--- config.mk ---
export PLATFORM = sky130hd
export DESIGN_NAME = priority_task_table_flat
export DESIGN_NICKNAME = d
export VERILOG_FILES = /design/src/hdl/ptt_pkg.sv /design/src/hdl/ptt_if.sv /design/src/hdl/ptt_ctrl.sv /design/src/hdl/ptt_dpath.sv /design/src/hdl/priority_task_table.sv /design/src/flat_wrapper.sv
export SDC_FILE = /design/constraint.sdc
export NUM_CORES = 2
export LEC_CHECK = 0
export ABC_AREA = 1
export BUFFER_PORTS_ARGS = -buffer_cell sky130_fd_sc_hd__buf_4
export CAP_MARGIN = 10
export CORE_MARGIN = 4
export CORE_UTILIZATION = 55
export DETAILED_ROUTE_END_ITERATION = 6
export GPL_ROUTABILITY_DRIVEN = 0
export MAX_ROUTING_LAYER = met4
export PLACE_DENSITY = 0.71
export SYNTH_ARGS = -nofsm -noshare
export SYNTH_HDL_FRONTEND = slang
export SYNTH_SLANG_ARGS = --single-unit
--- constraint.sdc ---
create_clock -name clk -period 11.3 [get_ports clk]
set_input_delay 1.695 -clock clk [delete_from_list [all_inputs] [get_ports clk]]
set_output_delay 1.695 -clock clk [all_outputs]
set_load 0.005 [all_outputs]
--- src/hdl/ptt_pkg.sv ---
// ptt_pkg: shared types and constants for the priority task table
// action and status codes, table geometry, controller/datapath structs
// no dependencies
`timescale 1ns / 1ps

package ptt_pkg;

  // table geometry
  localparam int ENTRIES = 64;
  localparam int IDX_W   = (ENTRIES > 1) ? $clog2(ENTRIES) : 1;

  // field widths
  localparam int TASK_W = 16;
  localparam int USER_W = 16;
  localparam int PRIO_W = 32;

  typedef enum logic [1:0] {
    ACT_ADD    = 2'd0,
    ACT_EDIT   = 2'd1,
    ACT_REMOVE = 2'd2,
    ACT_EXEC   = 2'd3
  } action_t;

  typedef enum logic [1:0] {
    ST_OK        = 2'd0,
    ST_EMPTY     = 2'd1,
    ST_NOT_FOUND = 2'd2,
    ST_FULL      = 2'd3
  } status_t;

  // commands from controller to datapath
  typedef struct packed {
    logic start;   // load request, clear scan trackers
    logic issue;   // read slot at scan counter, advance
    logic commit;  // apply update, load result register
  } ctl_cmd_t;

  // status from datapath to controller
  typedef struct packed {
    logic scan_last;  // scan counter at last slot
    logic out_busy;   // result held and not taken this cycle
  } ctl_stat_t;

endpackage

--- src/hdl/ptt_if.sv ---
// ptt_if: valid/ready channel interfaces for requests and results
// depends on ptt_pkg for field widths
`timescale 1ns / 1ps

interface ptt_in_if;
  logic                     valid;
  logic                     ready;
  logic [1:0]               action;
  logic [ptt_pkg::TASK_W-1:0] task_id;
  logic [ptt_pkg::USER_W-1:0] user_id;
  logic [ptt_pkg::PRIO_W-1:0] priority_req;

  modport source (output valid, action, task_id, user_id, priority_req, input ready);
  modport sink   (input valid, action, task_id, user_id, priority_req, output ready);
endinterface

interface ptt_out_if;
  logic                     valid;
  logic                     ready;
  logic [1:0]               status;
  logic [ptt_pkg::USER_W-1:0] top_user;

  modport source (output valid, status, top_user, input ready);
  modport sink   (input valid, status, top_user, output ready);
endinterface

--- src/hdl/ptt_ctrl.sv ---
// ptt_ctrl: request sequencer for the priority task table
// walks idle, scan, drain and commit; depends on ptt_pkg
`timescale 1ns / 1ps

module ptt_ctrl (
  input  logic               clk,
  input  logic               rst_n,
  input  logic               in_valid,
  output logic               in_ready,
  input  ptt_pkg::ctl_stat_t stat,
  output ptt_pkg::ctl_cmd_t  cmd
);
  import ptt_pkg::*;

  typedef enum logic [1:0] {
    S_IDLE,
    S_SCAN,
    S_DRAIN,
    S_COMMIT
  } state_t;

  state_t state_r;

  // command decode
  assign in_ready   = (state_r == S_IDLE);
  assign cmd.start  = (state_r == S_IDLE) && in_valid;
  assign cmd.issue  = (state_r == S_SCAN);
  assign cmd.commit = (state_r == S_COMMIT) && !stat.out_busy;

  // state register
  always_ff @(posedge clk) begin
    if (!rst_n) begin
      state_r <= S_IDLE;
    end else begin
      case (state_r)
        S_IDLE: begin
          if (in_valid) state_r <= S_SCAN;
        end
        S_SCAN: begin
          if (stat.scan_last) state_r <= S_DRAIN;
        end
        S_DRAIN: begin
          state_r <= S_COMMIT;
        end
        S_COMMIT: begin
          if (!stat.out_busy) state_r <= S_IDLE;
        end
        default: begin
          state_r <= S_IDLE;
        end
      endcase
    end
  end

endmodule

--- src/hdl/ptt_dpath.sv ---
// ptt_dpath: slot storage, scan compare pipeline and result register
// slot memories, valid flops, lookup/free/best trackers; depends on ptt_pkg
`timescale 1ns / 1ps

module ptt_dpath (
  input  logic                      clk,
  input  logic                      rst_n,
  input  ptt_pkg::ctl_cmd_t         cmd,
  output ptt_pkg::ctl_stat_t        stat,
  input  logic [1:0]                in_action,
  input  logic [ptt_pkg::TASK_W-1:0] in_task_id,
  input  logic [ptt_pkg::USER_W-1:0] in_user_id,
  input  logic [ptt_pkg::PRIO_W-1:0] in_priority_req,
  output logic                      out_valid,
  input  logic                      out_ready,
  output logic [1:0]                out_status,
  output logic [ptt_pkg::USER_W-1:0] out_top_user
);
  import ptt_pkg::*;

  // slot storage
  logic [TASK_W-1:0] task_mem [ENTRIES];
  logic [USER_W-1:0] user_mem [ENTRIES];
  logic [PRIO_W-1:0] prio_mem [ENTRIES];
  logic [ENTRIES-1:0] slot_valid_r;

  // request registers
  action_t           req_act_r;
  logic [TASK_W-1:0] req_task_r;
  logic [USER_W-1:0] req_user_r;
  logic [PRIO_W-1:0] req_prio_r;

  // scan and read stage
  logic [IDX_W-1:0]  scan_cnt_r;
  logic              cmp_en_r;
  logic              cmp_valid_r;
  logic [IDX_W-1:0]  cmp_idx_r;
  logic [TASK_W-1:0] rd_task_r;
  logic [USER_W-1:0] rd_user_r;
  logic [PRIO_W-1:0] rd_prio_r;

  // trackers
  logic              found_r;
  logic [IDX_W-1:0]  found_idx_r;
  logic              free_r;
  logic [IDX_W-1:0]  free_idx_r;
  logic              best_r;
  logic [IDX_W-1:0]  best_idx_r;
  logic [TASK_W-1:0] best_task_r;
  logic [USER_W-1:0] best_user_r;
  logic [PRIO_W-1:0] best_prio_r;

  // result register
  logic              out_valid_r;
  status_t           out_status_r;
  logic [USER_W-1:0] out_top_r;

  // commit decode
  logic              we_tu;
  logic              we_prio;
  logic              set_valid;
  logic              clr_valid;
  logic [IDX_W-1:0]  wr_idx;
  status_t           res_status;
  logic [USER_W-1:0] res_top;
  logic              better;

  assign stat.scan_last = (scan_cnt_r == IDX_W'(ENTRIES - 1));
  assign stat.out_busy  = out_valid_r && !out_ready;

  assign out_valid    = out_valid_r;
  assign out_status   = out_status_r;
  assign out_top_user = out_top_r;

  // request capture
  always_ff @(posedge clk) begin
    if (cmd.start) begin
      req_act_r  <= action_t'(in_action);
      req_task_r <= in_task_id;
      req_user_r <= in_user_id;
      req_prio_r <= in_priority_req;
    end
  end

  // scan counter and compare-stage enable
  always_ff @(posedge clk) begin
    if (!rst_n) begin
      scan_cnt_r <= '0;
      cmp_en_r   <= 1'b0;
    end else begin
      cmp_en_r <= cmd.issue;
      if (cmd.start) begin
        scan_cnt_r <= '0;
      end else if (cmd.issue && !stat.scan_last) begin
        scan_cnt_r <= scan_cnt_r + IDX_W'(1);
      end
    end
  end

  // slot memories: registered read at scan counter, write at commit
  always_ff @(posedge clk) begin
    if (cmd.issue) begin
      rd_task_r   <= task_mem[scan_cnt_r];
      rd_user_r   <= user_mem[scan_cnt_r];
      rd_prio_r   <= prio_mem[scan_cnt_r];
      cmp_valid_r <= slot_valid_r[scan_cnt_r];
      cmp_idx_r   <= scan_cnt_r;
    end
    if (we_tu) begin
      task_mem[wr_idx] <= req_task_r;
      user_mem[wr_idx] <= req_user_r;
    end
    if (we_prio) begin
      prio_mem[wr_idx] <= req_prio_r;
    end
  end

  // valid bits
  always_ff @(posedge clk) begin
    if (!rst_n) begin
      slot_valid_r <= '0;
    end else if (set_valid) begin
      slot_valid_r[wr_idx] <= 1'b1;
    end else if (clr_valid) begin
      slot_valid_r[wr_idx] <= 1'b0;
    end
  end

  // higher priority wins, ties to the higher task id
  assign better = !best_r || (rd_prio_r > best_prio_r) ||
                  ((rd_prio_r == best_prio_r) && (rd_task_r > best_task_r));

  // match, first free slot and best-so-far trackers
  always_ff @(posedge clk) begin
    if (!rst_n) begin
      found_r <= 1'b0;
      free_r  <= 1'b0;
      best_r  <= 1'b0;
    end else if (cmd.start) begin
      found_r <= 1'b0;
      free_r  <= 1'b0;
      best_r  <= 1'b0;
    end else if (cmp_en_r) begin
      if (cmp_valid_r && (rd_task_r == req_task_r)) begin
        found_r     <= 1'b1;
        found_idx_r <= cmp_idx_r;
      end
      if (!cmp_valid_r && !free_r) begin
        free_r     <= 1'b1;
        free_idx_r <= cmp_idx_r;
      end
      if (cmp_valid_r && better) begin
        best_r      <= 1'b1;
        best_idx_r  <= cmp_idx_r;
        best_task_r <= rd_task_r;
        best_user_r <= rd_user_r;
        best_prio_r <= rd_prio_r;
      end
    end
  end

  // update and result decode
  always_comb begin
    we_tu      = 1'b0;
    we_prio    = 1'b0;
    set_valid  = 1'b0;
    clr_valid  = 1'b0;
    wr_idx     = found_idx_r;
    res_status = ST_OK;
    res_top    = '0;
    case (req_act_r)
      ACT_ADD: begin
        if (found_r) begin
          wr_idx = found_idx_r;
        end else begin
          wr_idx = free_idx_r;
        end
        if (found_r || free_r) begin
          we_tu     = cmd.commit;
          we_prio   = cmd.commit;
          set_valid = cmd.commit;
        end else begin
          res_status = ST_FULL;
        end
      end
      ACT_EDIT: begin
        if (found_r) begin
          we_prio = cmd.commit;
        end else begin
          res_status = ST_NOT_FOUND;
        end
      end
      ACT_REMOVE: begin
        if (found_r) begin
          clr_valid = cmd.commit;
        end else begin
          res_status = ST_NOT_FOUND;
        end
      end
      ACT_EXEC: begin
        wr_idx = best_idx_r;
        if (best_r) begin
          clr_valid = cmd.commit;
          res_top   = best_user_r;
        end else begin
          res_status = ST_EMPTY;
        end
      end
      default: begin
        res_status = ST_OK;
      end
    endcase
  end

  // result register, held until the transfer
  always_ff @(posedge clk) begin
    if (!rst_n) begin
      out_valid_r <= 1'b0;
    end else if (cmd.commit) begin
      out_valid_r <= 1'b1;
    end else if (out_ready) begin
      out_valid_r <= 1'b0;
    end
  end

  always_ff @(posedge clk) begin
    if (cmd.commit) begin
      out_status_r <= res_status;
      out_top_r    <= res_top;
    end
  end

endmodule

--- src/hdl/priority_task_table.sv ---
// priority_task_table: top level of the task table with max-priority execute
// depends on ptt_pkg, ptt_if, ptt_ctrl and ptt_dpath
//
// usage:
//   in_chan carries one request per transfer: action (add, edit, remove,
//   execute top), task_id, user_id and priority_req. out_chan returns
//   exactly one result per request: status and top_user.
//   every request scans all ENTRIES slots through a registered memory read
//   port, one slot per cycle, then applies its update in the commit state.
//   a new request is not accepted until the previous one has committed, so
//   the request rate is bounded by the single-read-port slot scan.
//   in_chan.ready is high only while no request is in progress, so a new
//   request may be taken while the previous result still waits on out_chan.
//   if out_chan stalls, the request in progress waits before its commit and
//   the held result stays unchanged until the transfer.
//   reset (rst_n low, synchronous) clears all slot valid bits and drops any
//   pending result; no clearing pass is needed.
`timescale 1ns / 1ps

module priority_task_table (
  input logic        clk,
  input logic        rst_n,
  ptt_in_if.sink     in_chan,
  ptt_out_if.source  out_chan
);
  import ptt_pkg::*;

  ctl_cmd_t  cmd;
  ctl_stat_t stat;

  // sequencer
  ptt_ctrl u_ctrl (
    .clk      (clk),
    .rst_n    (rst_n),
    .in_valid (in_chan.valid),
    .in_ready (in_chan.ready),
    .stat     (stat),
    .cmd      (cmd)
  );

  // storage and compare datapath
  ptt_dpath u_dpath (
    .clk             (clk),
    .rst_n           (rst_n),
    .cmd             (cmd),
    .stat            (stat),
    .in_action       (in_chan.action),
    .in_task_id      (in_chan.task_id),
    .in_user_id      (in_chan.user_id),
    .in_priority_req (in_chan.priority_req),
    .out_valid       (out_chan.valid),
    .out_ready       (out_chan.ready),
    .out_status      (out_chan.status),
    .out_top_user    (out_chan.top_user)
  );

endmodule

--- src/flat_wrapper.sv ---
// flat-port wrapper written by rule: the top's interface ports become plain ports
module priority_task_table_flat import ptt_pkg::*;
  (clk, rst_n, in_chan_valid, in_chan_action, in_chan_task_id, in_chan_user_id, in_chan_priority_req, in_chan_ready, out_chan_valid, out_chan_status, out_chan_top_user, out_chan_ready);
  ptt_in_if in_chan_i ();
  ptt_out_if out_chan_i ();
  input logic clk;
  input logic rst_n;
  input wire logic [$bits(in_chan_i.valid)-1:0] in_chan_valid;
  input wire logic [$bits(in_chan_i.action)-1:0] in_chan_action;
  input wire logic [$bits(in_chan_i.task_id)-1:0] in_chan_task_id;
  input wire logic [$bits(in_chan_i.user_id)-1:0] in_chan_user_id;
  input wire logic [$bits(in_chan_i.priority_req)-1:0] in_chan_priority_req;
  output wire logic [$bits(in_chan_i.ready)-1:0] in_chan_ready;
  output wire logic [$bits(out_chan_i.valid)-1:0] out_chan_valid;
  output wire logic [$bits(out_chan_i.status)-1:0] out_chan_status;
  output wire logic [$bits(out_chan_i.top_user)-1:0] out_chan_top_user;
  input wire logic [$bits(out_chan_i.ready)-1:0] out_chan_ready;
  assign in_chan_i.valid = in_chan_valid;
  assign in_chan_i.action = in_chan_action;
  assign in_chan_i.task_id = in_chan_task_id;
  assign in_chan_i.user_id = in_chan_user_id;
  assign in_chan_i.priority_req = in_chan_priority_req;
  assign in_chan_ready = in_chan_i.ready;
  assign out_chan_valid = out_chan_i.valid;
  assign out_chan_status = out_chan_i.status;
  assign out_chan_top_user = out_chan_i.top_user;
  assign out_chan_i.ready = out_chan_ready;
  priority_task_table u_core (.clk(clk), .rst_n(rst_n), .in_chan(in_chan_i), .out_chan(out_chan_i));
endmodule
After elaboration in Yosys (flattened, before gate mapping)
Memory sizes are Yosys's and may differ from the RTL's. A register that Yosys moved wholly into a read port is not among the register bits. Cells that the tools add are included.

Register bits: 250. Memory bits (writable): 4096. Output and inout bits: 20. Word-level logic and storage cells: 108. Memories: 3.

Memories: u_core.u_dpath.prio_mem (depth 64, width 32, read ports 1, clocked after Yosys merged registers in 1, write ports 1, line ptt_dpath.sv:24) `logic [PRIO_W-1:0] prio_mem [ENTRIES];`; u_core.u_dpath.task_mem (depth 64, width 16, read ports 1, clocked after Yosys merged registers in 1, write ports 1, line ptt_dpath.sv:22) `logic [TASK_W-1:0] task_mem [ENTRIES];`; u_core.u_dpath.user_mem (depth 64, width 16, read ports 1, clocked after Yosys merged registers in 1, write ports 1, line ptt_dpath.sv:23) `logic [USER_W-1:0] user_mem [ENTRIES];`.

Add/sub/neg operators: 1. $lt $le $gt $ge: 5. Equality and inequality tests: 12. Muxes and demuxes: 28. Bitwise logic cells: 5. Reduce and logical (&&, ||, !) cells: 32.

Operator list (count): 2-to-1 mux 64 bit (2); bitwise AND 64 bit (1); inverter 64 bit (1); bitwise OR 64 bit (1); == test 32 bit (1); greater-than comparator 32 bit (1); == test 16 bit (1); greater-than comparator 16 bit (1); < comparator 6 x 7 -> 1 bit, second input constant (2); 2-to-1 mux 1 bit (13); case mux 6 bit (2 select lines) (1); AND reduction 4 bit (3); 2-to-1 mux 2 bit (5); logical AND 1 bit (9); == test 2 bit, second input constant (4); case mux 2 bit (4 select lines) (1); AND reduction 2 bit (4); adder 6 x 1 -> 6 bit, second input constant (1); binary-select mux 1 bit (select 6 bit) (1); demux 1 bit (select 6 bit) (1); == test 6 bit, second input constant (1); >= comparator 6 x 1 -> 1 bit, second input constant (1); logical NOT 1 bit (6); 2-to-1 mux 6 bit (1); other kinds (11) (20).

Depth between registers and ports, before layout
Depth in word-level cells: 10. Mapped depth: 16. Depth with buffers taken out: 15.

Hierarchy
A second synthesis with hierarchy kept.

Cells, all modules: 13714. Area total of the unflattened synthesis: 174802.6 µm².

By module, submodules not included: ptt_dpath (instances 1, cells an instance 13686, area an instance 174569.9 µm², sequential area each 131616.2 µm²); ptt_ctrl (instances 1, cells an instance 28, area an instance 232.7 µm², sequential area each 40.0 µm²).

Least setup slack after synthesis
OpenSTA, ideal clock, no wires.

Path kind: input -> register. Start point: input in_chan_valid. End point: register u_core.u_dpath.best_idx_r[0], enable pin. Setup time: 0.522 ns. Arrival time: 5.501 ns. Setup slack: 5.278 ns. Stages: 5. Path through: nand2_1 -> nand2_1 -> inv_1 -> nand3_1 -> a21oi_1.

Cells in the longest elaborated chain, start to end: 3.

Ends and longest elaborated chain: start: declaration (line flat_wrapper.sv:8) `input wire logic [$bits(in_chan_i.valid)-1:0] in_chan_valid;`; logical AND 1 bit (line ptt_ctrl.sv:26) `assign cmd.start = (state_r == S_IDLE) && in_valid;`; inverter 1 bit (no line); AND reduction 4 bit (no line); end signal: assignment (line ptt_dpath.sv:154) `best_idx_r <= cmp_idx_r;`; end: declaration (line ptt_dpath.sv:48) `logic [IDX_W-1:0] best_idx_r;`.

Every way passes these cells. A chain may end at the register's enable or synchronous reset.

==> out/qor.csv <==
stage,metric,value,unit
sta,maxClockFrequency,193,MHz
setup_path,r2r_setup_slack,6.50,ns
floorplan,core,316000,um2
global_routing,grt.overflow.total,0,
worst_hold_path,number_of_cells_traversed_by_the_worst_hold_path,0,
setup_path,worstRegToRegCells,7,
yosys,post_synth.cell_area_avg,12.8,um2
final_layout,drive_gt1_share,7.99,%
clock_network,cts-resized-gates,0,
global_routing,grt_util_met1,39.1,%
setup_path,path_class,input port to flip-flop,
global_routing,gr-usage-all-layers,29.2,%
power_and_ir_drop,p_leak,63.4,nW
place,pre_cts_ws,5.35,ns
yosys,yosysTopAreaCellShare,74.4,%
sta,final-max-slew-violation-count,0,
yosys,syn-cell-area,175000,um2
sta,grt_setup_unrepaired,false,
clock_network,cts_hold_buffers,0,
run_status,status,finished clean,
final_layout,synthToLayoutAreaGrowth,10.1,%
global_routing,grt_antenna_before_repair,19,
setup_path,crit_required,11.87,ns
setup_path,timing.critical_path.buf_inv,5,
sta,relSlewSlack,19.1,%
floorplan,die_footprint,327000,um2
yosys,synthesis.instances,13700,
clock_network,cts_buffers,416,
sta,timing.clock.skew,0.0694,ns
setup_path,worst-path-max-fanout,48,
yosys,ys_async_sr_fraction,0,%
yosys,synth.yosys.seq_area_share,75.3,%
final_layout,layout_common_cells,"sky130_fd_sc_hd__edfxtp_1, sky130_fd_sc_hd__nor2_1, sky130_fd_sc_hd__o21ai_0, sky130_fd_sc_hd__nand2_1, sky130_fd_sc_hd__o211ai_1",
setup_path,critical_path.max_stage_delay,0.96,ns
setup_path,worst_setup_path_start_kind,input port,
clock_network,cts_root_buf,sky130_fd_sc_hd__clkbuf_16,
route,antenna_violating_nets_post_route,0,
global_routing,globalRouteMet3Util,4.93,%
power_and_ir_drop,design_power_total,40.3,mW
yosys,yosys_warnings,0,
clock_network,cts_htree_levels,5,
clock_network,tritoncts,built,
clock_network,cts.path.max_buffers,4,
yosys,dominantRegCellSynth,sky130_fd_sc_hd__edfxtp_1,
global_routing,grt_pass1_vias,105000,
setup_path,list_of_cells_traversed_by_the_critical_path,buf_4 > inv_1 > nand2_1 > nand2_1 > inv_1 > a31oi_4 > buf_4 > nor3_2 > buf_4,
flow_run,timing.max_cap.violations,0,
sta,worstMarginPinSlew,1.21,ns
place,place_hpwl,240,mm
route,final_routed_drc_violation_total,0,
setup_path,critical_path.slowest_cell,sky130_fd_sc_hd__inv_1,
sta,setup_tns,0,ns
sta,setup_violations,0,
worst_hold_path,holdPathEnd,u_core.u_dpath.best_user_r[11]$_DFFE_PP_,
setup_path,cp_common_cell,sky130_fd_sc_hd__buf_4,
yosys,ys_top_cells_by_area,"sky130_fd_sc_hd__edfxtp_1, sky130_fd_sc_hd__nor2_1, sky130_fd_sc_hd__o21ai_0, sky130_fd_sc_hd__nand2_1, sky130_fd_sc_hd__o211ai_1",
worst_hold_path,hp-start,u_core.u_dpath.rd_user_r[11]$_DFFE_PP_,
sta,period_share,45.8,%
floorplan,die_h,572,um
yosys,synthesis.nets,13800,
global_routing,gr-usage-met2,44.4,%
clock_network,post-cts-setup-buffer-count,0,
place,portBuffers,89,
power_and_ir_drop,vdd_ir_drop_max,0.224,mV
global_routing,grt-busiest-layer,met2,
route,totalWireLength,473,mm
yosys,synth_enable_flop_cells,4333,
sta,worst_slack,6.12,ns
setup_path,crit_arrival,5.75,ns
setup_path,worst_path_dominant_cell_family,buffers and inverters,
floorplan,rows,206,
yosys,number_of_synthesized_register_bits,4410,
route,drt-vias-per-instance,6.19,
clock_network,cts_sinks,4410,
final_layout,nNetsFinal,13700,
global_routing,grt_start_max_net_pins,226,
floorplan,floorplan.die.width,572,um
route,wl_per_cell,26.2,um
clock_network,worst_setup_hold_path_clk_slew,0.06,ns
route,routed_vias,112000,
final_layout,finalCoreUtilization,61.0,%
sta,finalHoldViolations,0,
route,first_iter_violations,16300,
final_layout,layout_commonest_cell,sky130_fd_sc_hd__edfxtp_1,
setup_path,worstReg2RegEnd,u_core.u_dpath.prio_mem[32][24]$_DFFE_PP_,
global_routing,grt_first_pass_wirelength,689,mm
route,detail_route.first_pass.iterations,7,
yosys,synthDistinctLibCells,46,
setup_path,cp-end-kind,flip-flop,
power_and_ir_drop,p_per_area,209,nW/um2
clock_network,clk-insertion-delay-late,0.95,ns
floorplan,ioPinCount,90,
sta,period_needed,5.18,ns
yosys,post-synth-top-area-cell,sky130_fd_sc_hd__edfxtp_1,
floorplan,initial_utilization,55.4,%
setup_path,r2r-start,u_core.u_ctrl.state_r[0]$_SDFFE_PN0P_,
worst_hold_path,hold_path.class,flip-flop to flip-flop,
-- cells in the mapped netlist, types with 67 or more instances --
library cell,n
sky130_fd_sc_hd__a21oi_1,220
sky130_fd_sc_hd__dfxtp_1,77
sky130_fd_sc_hd__clkbuf_1,478
sky130_fd_sc_hd__nand3_1,497
sky130_fd_sc_hd__nand2_1,1308
sky130_fd_sc_hd__o21ai_0,1708
sky130_fd_sc_hd__o21ai_1,364
sky130_fd_sc_hd__buf_4,67
sky130_fd_sc_hd__edfxtp_1,4333
sky130_fd_sc_hd__nor2_1,2753
sky130_fd_sc_hd__inv_1,315
sky130_fd_sc_hd__buf_2,278
sky130_fd_sc_hd__o211ai_1,503
sky130_fd_sc_hd__buf_1,75
sky130_fd_sc_hd__o22ai_1,457
-- registers in the layout (all words and copies together) (netlist names), 2 cells and up, named ones only --
register,count
u_core.u_dpath.out_status,2
u_core.u_dpath.best_user_r,16
u_core.u_dpath.user_mem,1024
u_core.u_dpath.req_task_r,16
u_core.u_dpath.out_top_user,16
u_core.u_dpath.rd_user_r,16
u_core.u_dpath.found_idx_r,6
u_core.u_dpath.free_idx_r,6
u_core.u_dpath.prio_mem,2048
u_core.u_dpath.best_prio_r,32
u_core.u_dpath.req_act_r,2
u_core.u_dpath.task_mem,1024
u_core.u_dpath.rd_prio_r,32
u_core.u_dpath.cmp_idx_r,6
u_core.u_dpath.rd_task_r,16
u_core.u_dpath.scan_cnt_r,6
u_core.u_dpath.req_user_r,16
u_core.u_dpath.best_idx_r,6
u_core.u_ctrl.state_r,2
u_core.u_dpath.best_task_r,16
u_core.u_dpath.req_prio_r,32
-- layer usage --
layer / wire length, um / up-vias
met2: 220000 / 6337
li1: - / 49500
met1: 182000 / 55000
met5: 0 / -
met4: 22700 / 0
met3: 49300 / 1089
-- area by class of cell --
type | count | area [um2]
clock inverter | 262 | 2410
sequential | 4410 | 132000
inverter | 336 | 1310
fill | 23300 | 123000
tap | 4160 | 5200
antenna | 11 | 27.5
multi-input combinational | 8045 | 38300
timing repair buffer | 355 | 2890
clock buffer | 491 | 10800
-- power breakdown --
part | internal (mW) | total, mW | switching, mW | leakage [nW]
sequential | 19.0 | 19.1 | 0.185 | 39.6
combinational | 1.86 | 7.50 | 5.64 | 17.3
clock | 7.63 | 13.6 | 6.01 | 6.46
total | 28.5 | 40.3 | 11.8 | 63.4
-- worst reg2reg max path, delay by kind of cell, from the launching register on --
family	cells	cell delay (ns)
compound gates	1	0.54
fa+ha+maj	1	0.20
buf+inv	3	2.09
flops	1	0.40
simple gates	2	1.23
-- cells by family (layout without fill, tap and decap cells) --
group | count (synthesis) | after routing | share of synthesized area, %
other cells | 0 | 11 | 0
fa+ha+maj | 58 | 58 | 0.415
flops | 4410 | 4410 | 75.3
xor+xnor | 9 | 9 | 0.0451
buf+inv | 1255 | 1444 | 3.12
compound gates | 3301 | 3301 | 10.6
mux | 3 | 3 | 0.0172
simple gates | 4674 | 4674 | 10.5
-- worst max-delay path by stage --
stage | startpoint | endpoint | slack [ns] | cells past startpoint
after floorplan | in_chan_valid | u_core.u_dpath.best_idx_r[0]$_DFFE_PP_ | 5.28 | 5
after global placement | out_chan_ready | u_core.u_dpath.prio_mem[32][9]$_DFFE_PP_ | 5.40 | 9
after detailed placement | out_chan_ready | u_core.u_dpath.prio_mem[35][28]$_DFFE_PP_ | 5.35 | 9
after CTS | out_chan_ready | u_core.u_dpath.prio_mem[32][24]$_DFFE_PP_ | 6.32 | 9
after global routing | out_chan_ready | u_core.u_dpath.prio_mem[35][24]$_DFFE_PP_ | 5.95 | 9
final | out_chan_ready | u_core.u_dpath.prio_mem[32][24]$_DFFE_PP_ | 6.12 | 9
-- through the flow --
stage,instances,cell area (um2),hold slack [ns]
after floorplan,13700,175000,0.400
after global placement,17300,179000,0.403
after detailed placement,17300,179000,0.405
after CTS,18100,193000,0.419
after global routing,18100,193000,0.432
final,18100,193000,0.419
(Power assumes the default switching activity.)
